==> src/dbpa_pkg.sv <==
// Shared types and constants for the single-bin DFT phasor accumulator.
`default_nettype none

package dbpa_pkg;

    // Field and state widths
    localparam int SAMPLE_W   = 16;
    localparam int ROT_W      = 16;
    localparam int PH_W       = 32;
    localparam int ACC_W      = 40;
    localparam int OUT_W      = 28;
    localparam int PROD_W     = 48;
    localparam int SQ_W       = 56;
    localparam int REM_W      = 30;
    localparam int CFG_IDX_W  = 8;
    localparam int ROOT_CNT_W = 5;

    // Fixed-point scaling
    localparam int MAC_SHIFT = 30;
    localparam int ROT_SHIFT = 15;

    // Square root runs one result bit per step
    localparam logic [ROOT_CNT_W-1:0] ROOT_LAST_STEP = ROOT_CNT_W'(OUT_W - 1);

    // Reset values
    localparam logic signed [PH_W-1:0]  PH_ONE        = PH_W'(32'sd1073741824);
    localparam logic signed [ROT_W-1:0] ROT_COS_RST   = 16'sd32767;
    localparam logic signed [ROT_W-1:0] ROT_NSIN_RST  = 16'sd0;

    // Saturation limits
    localparam logic signed [ACC_W-1:0] ACC_MAX = {1'b0, {(ACC_W-1){1'b1}}};
    localparam logic signed [ACC_W-1:0] ACC_MIN = {1'b1, {(ACC_W-1){1'b0}}};
    localparam logic signed [PH_W-1:0]  PH_MAX  = {1'b0, {(PH_W-1){1'b1}}};
    localparam logic signed [PH_W-1:0]  PH_MIN  = {1'b1, {(PH_W-1){1'b0}}};
    localparam logic signed [OUT_W-1:0] OUT_MAX = {1'b0, {(OUT_W-1){1'b1}}};
    localparam logic signed [OUT_W-1:0] OUT_MIN = {1'b1, {(OUT_W-1){1'b0}}};

    // Configuration register indexes
    localparam logic [CFG_IDX_W-1:0] REG_ROT_COS     = CFG_IDX_W'(0);
    localparam logic [CFG_IDX_W-1:0] REG_ROT_NEG_SIN = CFG_IDX_W'(1);

    // Controller states
    typedef enum logic [2:0] {
        ST_IDLE,
        ST_MUL,
        ST_ACC,
        ST_SAT,
        ST_SQUARE,
        ST_ROOT_INIT,
        ST_ROOT,
        ST_EMIT
    } dbpa_state_t;

    // Controller to datapath commands
    typedef struct packed {
        logic load_in;
        logic mul;
        logic acc;
        logic sat;
        logic square;
        logic root_init;
        logic root_step;
        logic emit;
    } dbpa_cmd_t;

    // Datapath to controller status
    typedef struct packed {
        logic frame_end;
    } dbpa_stat_t;

endpackage

`default_nettype wire

==> src/dbpa_ctrl.sv <==
// Sequencing state machine for the phasor accumulator.
`default_nettype none

module dbpa_ctrl (
    input  wire logic                 clk,
    input  wire logic                 rst_n,
    input  wire logic                 in_valid,
    output logic                      in_ready,
    input  wire logic                 out_ready,
    output logic                      out_valid,
    input  wire dbpa_pkg::dbpa_stat_t stat,
    output dbpa_pkg::dbpa_cmd_t       cmd
);
    import dbpa_pkg::*;

    dbpa_state_t            state_reg;
    dbpa_state_t            state_next;
    logic [ROOT_CNT_W-1:0]  cnt_reg;
    logic [ROOT_CNT_W-1:0]  cnt_next;
    logic                   out_valid_reg;
    logic                   out_valid_next;
    logic                   out_free;

    // Output slot is free when empty or being drained this cycle
    assign out_free = !out_valid_reg || out_ready;

    // Next state
    always_comb
    begin
        state_next = state_reg;
        case (state_reg)
            ST_IDLE:
            begin
                if (in_valid)
                begin
                    state_next = ST_MUL;
                end
            end
            ST_MUL:       state_next = ST_ACC;
            ST_ACC:       state_next = stat.frame_end ? ST_SAT : ST_IDLE;
            ST_SAT:       state_next = ST_SQUARE;
            ST_SQUARE:    state_next = ST_ROOT_INIT;
            ST_ROOT_INIT: state_next = ST_ROOT;
            ST_ROOT:
            begin
                if (cnt_reg == '0)
                begin
                    state_next = ST_EMIT;
                end
            end
            ST_EMIT:
            begin
                if (out_free)
                begin
                    state_next = ST_IDLE;
                end
            end
            default:      state_next = ST_IDLE;
        endcase
    end

    // Commands
    always_comb
    begin
        cmd = '0;
        case (state_reg)
            ST_IDLE:      cmd.load_in   = in_valid;
            ST_MUL:       cmd.mul       = 1'b1;
            ST_ACC:       cmd.acc       = 1'b1;
            ST_SAT:       cmd.sat       = 1'b1;
            ST_SQUARE:    cmd.square    = 1'b1;
            ST_ROOT_INIT: cmd.root_init = 1'b1;
            ST_ROOT:      cmd.root_step = 1'b1;
            ST_EMIT:      cmd.emit      = out_free;
            default:      cmd = '0;
        endcase
    end

    // Step counter for the square root
    always_comb
    begin
        cnt_next = cnt_reg;
        if (state_reg == ST_ROOT_INIT)
        begin
            cnt_next = ROOT_LAST_STEP;
        end
        else if (state_reg == ST_ROOT && cnt_reg != '0)
        begin
            cnt_next = cnt_reg - ROOT_CNT_W'(1);
        end
    end

    // Hold a result until the sink takes it
    always_comb
    begin
        out_valid_next = out_valid_reg;
        if (cmd.emit)
        begin
            out_valid_next = 1'b1;
        end
        else if (out_ready)
        begin
            out_valid_next = 1'b0;
        end
    end

    always_ff @(posedge clk or negedge rst_n)
    begin
        if (!rst_n)
        begin
            state_reg     <= ST_IDLE;
            cnt_reg       <= '0;
            out_valid_reg <= 1'b0;
        end
        else
        begin
            state_reg     <= state_next;
            cnt_reg       <= cnt_next;
            out_valid_reg <= out_valid_next;
        end
    end

    assign in_ready  = (state_reg == ST_IDLE);
    assign out_valid = out_valid_reg;

endmodule

`default_nettype wire

==> config.mk <==
export PLATFORM = sky130hd
export DESIGN_NAME = dbpa_ctrl
export DESIGN_NICKNAME = d
export VERILOG_FILES = /design/src/dbpa_pkg.sv /design/src/dbpa_ctrl.sv
export SDC_FILE = /design/constraint.sdc
export NUM_CORES = 1
export LEC_CHECK = 0
export BUFFER_PORTS_ARGS = -buffer_cell sky130_fd_sc_hd__buf_4
export CAP_MARGIN = 40
export CELL_PAD_IN_SITES_DETAIL_PLACEMENT = 0
export CELL_PAD_IN_SITES_GLOBAL_PLACEMENT = 1
export CORE_AREA = 2 2 41 43
export CTS_CLUSTER_DIAMETER = 60
export CTS_CLUSTER_SIZE = 28
export DETAILED_ROUTE_END_ITERATION = 7
export DIE_AREA = 0 0 43 45
export PLACE_DENSITY_LB_ADDON = 0.3
export RECOVER_POWER = 25
export SLEW_MARGIN = 20
export SYNTH_ARGS = -nofsm -noshare
export SYNTH_HDL_FRONTEND = slang
export SYNTH_SLANG_ARGS = --single-unit
==> constraint.sdc <==
create_clock -name clk -period 2.9 [get_ports clk]
set_input_delay 0.58 -clock clk [delete_from_list [all_inputs] [get_ports clk]]
set_output_delay 0.58 -clock clk [all_outputs]
set_load 0.005 [all_outputs]
==> results_dict.tcl, run 1 <==
set metrics [dict create \
    avgSynthCellArea_um2 9.125 \
    io_pins 15 \
    drt_pre_antenna_iters 4 \
    drc 0 \
    largest_reg_flops 5 \
    setup_violations 0 \
    dp_cells 84 \
    final_common_cell "buf_4" \
    hold_viol_final 0 \
    top_layer "met3" \
    netlist.area_leader.share_pct 42.55 \
    synth_compound_area_share_pct 11.58 \
    grt_start_max_net_pins 16 \
    synthArstFlopShare_pct 100.0 \
    core_area_um2 1471 \
    grt_setup_unrepaired "no" \
    regToRegEndpoint "cnt_reg[3]" \
    tns_ps 0 \
    yosys_most_used_dff "dfrtp_1" \
    reg2regPathDepth 3 \
    endpoint "cmd[2]" \
    fin_skew_ps 0.1925 \
    grt.total_usage_pct 13.91 \
    clock_sinks 9 \
    drive_gt1_share_pct 26.39 \
    worst_pin_slew_ps 467.9 \
    drt-initial-drc-count 9 \
    wl_per_cell_um 12.34 \
    gp_congestion 0.7287 \
    synth_nets 64 \
    nets 79 \
    status "complete, no violations" \
    slowest_delay_ps 540 \
    grt_pass1_vias 417 \
    wl_met1_um 508 \
    yosys.area_share.simple_pct 31.68 \
    yosys.area.top_type "dfrtp_1" \
    holdCritPathClass "input port to async pin" \
    dr_wl_met3_um 90 \
    reg2reg_slack_ps 1440 \
    row_count 14 \
    numCtsBuffers 3 \
    path_class "flip-flop to output pin" \
    post_cts_buffers 0 \
    setup.worst_path.end_class "output pin" \
    crit_family "flip-flops" \
    initial_utilization_pct 35.97 \
    cp_num_buf_inv 2 \
    vdd_drop_max_mv 0.4794 \
    synthMuxAreaShare_pct 4.019 \
    syn_to_final_growth_pct 23.88 \
    die_h_um 45 \
    synth.area.top_cells "dfrtp_1 (43%), nor4b_4 (4.5%), o21ai_0 (3.8%)" \
    synth_adder_area_share_pct 2.364 \
    start_kind "flip-flop" \
    post-route-period-util_pct 67.93 \
    power_density_nw_per_um2 991.0 \
    synth_edf_count 0 \
    clk-insertion-delay-late_ps 260 \
    p_leak_nw 0.2994 \
    cp_slowest_cell "dfrtp_1" \
    post_dp_cell_area_um2 631.9 \
    yosysWarnings 0 \
    wl_met2_um 487 \
    worstPathRequired_ps 2320 \
    mostFrequentLayoutCells "buf_4 (13), dfrtp_1 (9), inv_1 (5)" \
    pre_cts_ws_ps 1177 \
    ctsLongestPathBuffers 2 \
    reg2reg_from "state_reg[1]" \
    post-dp-hpwl_um 747 \
    crit_start "state_reg[1]" \
    stdcell_count 88 \
    worst-path-max-fanout 15 \
    overflow 0 \
    setup_ws_ps 929.9 \
    path_cells "nand3b_1 > inv_1 > buf_4" \
    synth_cell_type_count 26 \
    report.final.slew_viol_count 0 \
    vias 451 \
    dieArea_um2 1935 \
    ant_nets 0 \
    max-slew-margin-rel_pct 68.81 \
    cp.arrival_ps 1390 \
    vias_per_cell 5.125 \
    htreeDepth 1 \
    io_buffers 14 \
    cts_tree "built" \
    path_clk_slew_ps 60 \
    drv_cap 0 \
    fmax_mhz 507.6 \
    post_cts_resize_count 0 \
    root_buffer "clkbuf_4" \
    report.power.total_uw 649.7 \
    die_width_um 43 \
    ys_seq_elements 9 \
    yosysSeqAreaShare_pct 42.55 \
    grt_antenna_before_repair 0 \
    diodes 0 \
    worst-path-stages 3 \
    synth-xor-area-share_pct 0 \
    cts_hold_buf 0 \
    syn-cell-area_um2 529.3 \
    syn_inst 58 \
    fin_area_um2 655.6 \
    synth_top_family_by_area "simple AND/OR/NAND/NOR gates" \
    grt_pass1_wl_mm 1.938 \
    wirelength_mm 1.086 \
    min_period_ps 1970 \
]
[area by class of cell]
cell class                 instances  area [um^2]
fill                             157        815.8
multi-input combinational         40        262.8
sequential                         9        225.2
timing repair buffer              14        101.3
clock buffer                       3        22.52
tap                               16        20.02
inverter                           5        18.77
clock inverter                     1        5.005
[per-layer routing]
| metal | track usage [%] | vias to the layer above |
|---|---|---|
| li1 | - | 232 |
| met4 | 1.818 | 0 |
| met3 | 7.200 | 0 |
| met1 | 19.05 | 202 |
| met5 | 0 | - |
| met2 | 20.30 | 17 |
[cell usage after synthesis (all sizes together), types with 2 or more instances]
master / number
a21oi: 2
nor2b: 2
dfrtp: 9
nand3b: 2
inv: 5
buf: 4
nor2: 4
or3: 3
nand2: 4
nand3: 2
o21ai: 4
nor3b: 2
nor3: 3
[worst min path at each step]
stage	startpoint	endpoint	cells past startpoint
after floorplan	rst_n	cnt_reg[0]	0
after global placement	rst_n	cnt_reg[1]	1
after detailed placement	rst_n	cnt_reg[1]	1
after CTS	rst_n	cnt_reg[0]	1
after global routing	rst_n	state_reg[0]	1
final	rst_n	cnt_reg[0]	1
[logic make-up after synthesis]
group / Yosys count
AND/OR/NAND/NOR: 27
AO/OA/AOI/OAI: 10
buffers and inverters: 9
flip-flops: 9
multiplexers: 2
adder cells (fa/ha/maj): 1
[stage by stage]
step | utilization (%) | hold slack, ps
floorplan | - | 284.4
global placement | 42.94 | 408.8
detailed placement | 42.94 | 407.8
CTS | 44.81 | 121.3
global route | 44.56 | 275.8
finish | 44.56 | 238.4
[power breakdown]
| part | switching (mW) | total (mW) | internal, mW | leakage, nW |
|---|---|---|---|---|
| sequential | 0.108 | 0.288 | 0.180 | 0.103 |
| combinational | 0.113 | 0.265 | 0.152 | 0.179 |
| clock | 0.0459 | 0.0968 | 0.0510 | 0.0177 |
| total | 0.267 | 0.650 | 0.383 | 0.299 |
(Power assumes the default switching activity.)
==> run 2, diff against run 1 <==
--- a/config.mk
+++ b/config.mk
@@ -5,15 +5,16 @@
 export SDC_FILE = /design/constraint.sdc
 export NUM_CORES = 1
 export LEC_CHECK = 0
+export ABC_AREA = 1
 export BUFFER_PORTS_ARGS = -buffer_cell sky130_fd_sc_hd__buf_4
 export CAP_MARGIN = 40
 export CELL_PAD_IN_SITES_DETAIL_PLACEMENT = 0
 export CELL_PAD_IN_SITES_GLOBAL_PLACEMENT = 1
-export CORE_AREA = 2 2 41 43
+export CORE_AREA = 2 2 46 48
 export CTS_CLUSTER_DIAMETER = 60
 export CTS_CLUSTER_SIZE = 28
 export DETAILED_ROUTE_END_ITERATION = 7
-export DIE_AREA = 0 0 43 45
+export DIE_AREA = 0 0 48 50
 export PLACE_DENSITY_LB_ADDON = 0.3
 export RECOVER_POWER = 25
 export SLEW_MARGIN = 20
==> constraint.sdc (replaced) <==
create_clock -name clk -period 1.7 [get_ports clk]
set_input_delay 0.34 -clock clk [delete_from_list [all_inputs] [get_ports clk]]
set_output_delay 0.34 -clock clk [all_outputs]
set_load 0.005 [all_outputs]
==> run 2 against run 1 <==
  * Count of clock-buffer cells in the layout unchanged
  * Critical path depth unchanged
  * Largest power group is now combinational logic
  * Register-to-register slack worse by 1000 ps
  * Largest cell class unchanged
  * Flip-flop and latch count unchanged
  * Routed wire length rose by 1.7%
  * Sequential share of layout area shrank 2.8 points
  * Non-clock buffer count rose by 2
  * Synthesized cell count up 26%
  * Die area increased by 24%
  * Global-route usage shrank 2.0 points
  * Total power is 98% higher
==> results_dict.tcl, run 2 <==
set metrics [dict create \
    status "complete, no violations" \
    vdd_drop_max_mv 0.7115 \
    holdCritPathClass "input port to flip-flop" \
    reg2reg_from "cnt_reg[0]" \
    yosys.area.top_type "dfrtp_1" \
    min_path_cells 3 \
    synth_cell_type_count 18 \
    post-synth-top-count-cell "nand2_1" \
    initial_utilization_pct 28.16 \
    worst_pin_slew_ps 514.3 \
    core_area_um2 1902 \
    cp.arrival_ps 1190 \
    setup_violations 0 \
    nets 99 \
    gp_congestion 0.7290 \
    final_common_cell "nand2_1" \
    reg2reg_slack_ps 430 \
    grt_pass1_wl_mm 1.966 \
    netlist.area_leader.share_pct 42.06 \
    path_cells "nand3_1 > a21oi_1 > buf_4" \
    synth.area.top_cells "dfrtp_1 (42%), nand2_1 (11%), nand3_1 (9.3%)" \
    path_class "flip-flop to output pin" \
    cp_slowest_cell "dfrtp_1" \
    grt_pass1_vias 459 \
    yosysWarnings 0 \
    ys_seq_elements 9 \
    regToRegEndpoint "cnt_reg[3]" \
    worstPathRequired_ps 1360 \
    overflow 0 \
    setup_ws_ps 170.0 \
    wl_per_cell_um 9.277 \
    drt_pre_antenna_iters 3 \
    grt_antenna_before_repair 0 \
    vias_per_cell 4.286 \
    grt_setup_unrepaired "no" \
    wirelength_mm 1.104 \
    post-route-period-util_pct 90.00 \
    syn_to_final_growth_pct 33.18 \
    diodes 0 \
    path_clk_slew_ps 60 \
    drive_gt1_share_pct 27.17 \
    synth_edf_count 0 \
    stdcell_count 119 \
    fmax_mhz 653.6 \
    syn-cell-area_um2 535.5 \
    yosysSeqAreaShare_pct 42.06 \
    grt_start_max_net_pins 10 \
    synthTopCellsByCount "nand2_1 (15), inv_1 (13), nand3_1 (10)" \
    hold-worst-slack_ps 340.8 \
    avgSynthCellArea_um2 7.336 \
    tns_ps 0 \
    mostFrequentLayoutCells "nand2_1 (15), buf_4 (14), inv_1 (12)" \
    syn_inst 73 \
    synth_nets 79 \
    worst-path-max-fanout 7 \
    fin_area_um2 713.2 \
    post-dp-hpwl_um 889.6 \
    min_to "state_reg[1]" \
    largest_reg_flops 5 \
    post_cts_buffers 0 \
    dieArea_um2 2400 \
    report.final.slew_viol_count 0 \
    io_pins 15 \
    clock_sinks 9 \
    hold_viol_final 0 \
    start_kind "flip-flop" \
    p_leak_nw 0.3997 \
    dp_cells 114 \
    yosys_most_used_dff "dfrtp_1" \
    vias 510 \
    numCtsBuffers 3 \
    power_density_nw_per_um2 1807 \
    die_width_um 48 \
    min-delay-start "in_valid" \
    fin_skew_ps 1.648 \
    drv_cap 0 \
    drc 0 \
    drt-initial-drc-count 2 \
    root_buffer "clkbuf_4" \
    max-slew-margin-rel_pct 65.71 \
    grt.total_usage_pct 11.88 \
    row_count 16 \
    report.power.total_mw 1.289 \
    post_dp_cell_area_um2 674.4 \
    utilization_pct 37.50 \
    reg2regPathDepth 7 \
    io_buffers 14 \
    htreeDepth 1 \
    ctsLongestPathBuffers 2 \
    min_period_ps 1530 \
    ant_nets 0 \
    die_h_um 50 \
    slowest_delay_ps 450 \
    pre_cts_ws_ps 419.6 \
    cts_tree "built" \
    clk-insertion-delay-late_ps 270 \
    synthArstFlopShare_pct 100.0 \
    setup.worst_path.end_class "output pin" \
]
run 2: changes by cell type after synthesis, moves of 3 or more:
cell | before | now
inv_1 | 5 | 13
or3_1 | 3 | 0
a21oi_1 | 2 | 5
nor2_1 | 4 | 7
nand3_1 | 2 | 10
nand2_1 | 4 | 15
buf_2 | 3 | 0
run 2: kinds of logic after synthesis:
kind of cell	share of synthesized area [%]
buffers and inverters	11.22
DFF	42.06
adders and majority gates	2.336
and+or+nand+nor	32.24
AOI/OAI and AO/OA	10.51
xor gates and xnor gates	1.636
run 2: final cells by class:
cell class | instances | area [um^2]
Clock buffer | 3 | 22.52
Clock inverter | 1 | 5.005
Fill cell | 210 | 1189
Inverter | 14 | 52.55
Multi-Input combinational cell | 49 | 255.2
Sequential cell | 9 | 225.2
Tap cell | 27 | 33.78
Timing Repair Buffer | 16 | 118.9
run 2: metal layers:
| metal | share of wire, % | vias to the layer above | track usage [%] |
|---|---|---|---|
| met3 | 4.1 | 5 | 2.198 |
| met5 | 0 | - | 0 |
| met1 | 45 | 222 | 16.06 |
| li1 | - | 271 | - |
| met4 | 3.6 | 0 | 9.459 |
| met2 | 47 | 12 | 15.78 |
run 2: critical path: cells and delay by family (launching register included):
kind | cells | cell delay (ps)
buffers and inverters | 1 | 140
and+or+nand+nor | 1 | 150
DFF | 1 | 450
AOI/OAI and AO/OA | 1 | 190
run 2: repair_timing:
item                                    4_1_cts  5_1_grt
endpoints found under the setup margin        0        1
resized for setup                             0        2
endpoints found under the hold margin         9        0
hold buffers                                  1        0
run 2: worst max path at each step:
stage,startpoint,end,cells after the start
floorplan,cnt_reg[0],cnt_reg[3],7
global placement,cnt_reg[0],cnt_reg[3],7
detailed placement,cnt_reg[0],state_reg[0],6
CTS,state_reg[0],cmd[7],4
global route,state_reg[2],cmd[0],3
finish,state_reg[2],cmd[0],3
run 2: power breakdown:
part / switching, mW / internal (mW)
Clock: 0.0811 / 0.0871
Combinational: 0.394 / 0.315
Sequential: 0.0965 / 0.316
==> run 3, diff against run 2 <==
--- a/config.mk
+++ b/config.mk
@@ -5,16 +5,15 @@
 export SDC_FILE = /design/constraint.sdc
 export NUM_CORES = 1
 export LEC_CHECK = 0
-export ABC_AREA = 1
 export BUFFER_PORTS_ARGS = -buffer_cell sky130_fd_sc_hd__buf_4
 export CAP_MARGIN = 40
 export CELL_PAD_IN_SITES_DETAIL_PLACEMENT = 0
 export CELL_PAD_IN_SITES_GLOBAL_PLACEMENT = 1
-export CORE_AREA = 2 2 46 48
+export CORE_AREA = 2 2 44 46
 export CTS_CLUSTER_DIAMETER = 60
 export CTS_CLUSTER_SIZE = 28
 export DETAILED_ROUTE_END_ITERATION = 7
-export DIE_AREA = 0 0 48 50
+export DIE_AREA = 0 0 46 48
 export PLACE_DENSITY_LB_ADDON = 0.3
 export RECOVER_POWER = 25
 export SLEW_MARGIN = 20
==> constraint.sdc (replaced) <==
create_clock -name clk -period 1.7 [get_ports clk]
set_input_delay 0.255 -clock clk [delete_from_list [all_inputs] [get_ports clk]]
set_output_delay 0.255 -clock clk [all_outputs]
set_load 0.01 [all_outputs]
==> run 3 against run 2 <==
  * Global-route usage is 0.059 points higher
  * Combinational power decreased by 31%
  * Setup slack got worse by 56 ps
  * Via count is 7.3% lower
  * Die area shrank 8.0%
  * Sequential power up 21%
  * Final cell count is 24% lower
  * Sequential share of layout area up 2.6 points
  * Register-to-register slack worse by 100 ps
  * First-iteration DRC count rose to 4.5 times the previous value
  * Critical path depth is the same
  * Count of clock-buffer cells in the layout did not move
  * Critical endpoint is now cmd[2]
  * Highest routed layer unchanged
==> results_dict.tcl, run 3 (same netlist as run 1, synthesis figures left out) <==
set metrics [dict create \
    path_class "flip-flop to output pin" \
    tns_ps 0 \
    path_clk_slew_ps 60 \
    drt-initial-drc-count 9 \
    grt_setup_unrepaired "no" \
    die_width_um 46 \
    max-slew-margin-rel_pct 68.46 \
    hold-worst-slack_ps 311.3 \
    grt_pass1_vias 413 \
    syn_to_final_growth_pct 26.71 \
    status "complete, no violations" \
    core_area_um2 1689 \
    cp_slowest_cell "dfrtp_2" \
    die_h_um 48 \
    grt_pass1_wl_mm 1.814 \
    p_leak_nw 0.3003 \
    dieArea_um2 2208 \
    diodes 0 \
    setup.worst_path.end_class "output pin" \
    numCtsBuffers 3 \
    gp_congestion 0.7091 \
    overflow 0 \
    min_period_ps 1586 \
    report.final.slew_viol_count 0 \
    htreeDepth 1 \
    grt_antenna_before_repair 0 \
    path_cells "nand3b_1 > inv_1 > buf_4" \
    vias_per_cell 5.256 \
    worst_pin_slew_ps 473.1 \
    setup_violations 0 \
    ctsLongestPathBuffers 2 \
    holdCritPathClass "input port to flip-flop" \
    root_buffer "clkbuf_4" \
    wl_per_cell_um 12.16 \
    final_common_cell "buf_4" \
    hold_viol_final 0 \
    cts_tree "built" \
    cp.arrival_ps 1330 \
    grt_start_max_net_pins 16 \
    fmax_mhz 630.5 \
    clk-insertion-delay-late_ps 260 \
    power_density_nw_per_um2 1712 \
    io_pins 15 \
    slowest_delay_ps 500 \
    drive_gt1_share_pct 30.14 \
    wirelength_mm 1.094 \
    vias 473 \
    post-dp-hpwl_um 795.2 \
    ant_nets 0 \
    fin_skew_ps 8.875 \
    largest_reg_flops 5 \
    initial_utilization_pct 31.33 \
    start_kind "flip-flop" \
    n_fill_cell 178 \
    drv_cap 0 \
    post-route-period-util_pct 93.30 \
    clock_sinks 9 \
    vdd_drop_max_mv 0.8450 \
    worstPathRequired_ps 1440 \
    drt_pre_antenna_iters 4 \
    drc 0 \
    nets 80 \
    worst-path-max-fanout 15 \
    io_buffers 14 \
    row_count 15 \
    grt.total_usage_pct 11.94 \
    mostFrequentLayoutCells "buf_4 (13), dfrtp_1 (6), inv_1 (5)" \
]
## run 3: changes by cell type in the layout (fill, tap and decap cells not counted), sizes merged, moves of 3 or more
cell,before,now
inv,14,5
a21oi,5,2
nand2,17,4
or3,0,3
nand3,10,2
nor2,8,4
## run 3: area by class of cell
cell class / count / area (um^2) / area share [%]
well taps: 17 / 21.27 / 3.172
inverters: 5 / 18.77 / 2.799
clock inverters: 1 / 5.005 / 0.7463
flip-flops and latches: 9 / 229.0 / 34.14
repair buffers: 15 / 111.4 / 16.60
clock buffers: 3 / 22.52 / 3.358
multi-input cells: 40 / 262.8 / 39.18
## run 3: what timing repair did
item | in CTS | in global routing
hold endpoints to repair | 9 | 0
endpoints found under the setup margin | 0 | 2
hold buffers | 1 | 0
setup buffers | 0 | 0
resized for setup | 0 | 3
## run 3: routing by layer
metal / GRT usage [%] / part of all wire [%]
met1: 14.97 / 49
met2: 17.50 / 44
met3: 7.925 / 6.1
met4: 1.714 / 0.82
met5: 0 / 0
## run 3: where the power goes
part           internal, mW  switching [mW]  total (mW)
combinational         0.264           0.226       0.490
clock                0.0865          0.0730       0.159
sequential            0.316           0.183       0.499
## run 3: critical path: cells and delay by family (launching register included)
| family | cells | cell delay (ps) |
|---|---|---|
| buffers and inverters | 2 | 280 |
| AND/OR/NAND/NOR | 1 | 280 |
| flip-flops | 1 | 500 |
## run 3: path summary, 6_finish.rpt
path | startpoint | to | slack (ps) | cells past startpoint
max | state_reg[1] | cmd[2] | 110 | 3
min | out_ready | out_valid | 310 | 3
max reg2reg | cnt_reg[0] | state_reg[0] | 330 | 5
min reg2reg | cnt_reg[3] | cnt_reg[3] | 560 | 1
max in group asynchronous | rst_n | state_reg[0] | 890 | 2
min in group asynchronous | rst_n | cnt_reg[3] | 460 | 2
## run 3: per-stage QoR
stage | area [um^2] | util [%] | instances | total power, mW | worst slack [ps]
detailed placement | 633.1 | 37.48 | 85 | 0.9878 | 262.9
floorplan | 529.3 | - | 58 | 0.7944 | 383.8
global route | 670.6 | 39.70 | 90 | 1.270 | 56.18
finish | 670.6 | 39.70 | 90 | 1.148 | 113.9
CTS | 670.6 | 39.70 | 90 | 1.158 | 35.43
global placement | 633.1 | 37.48 | 85 | 0.9858 | 258.3
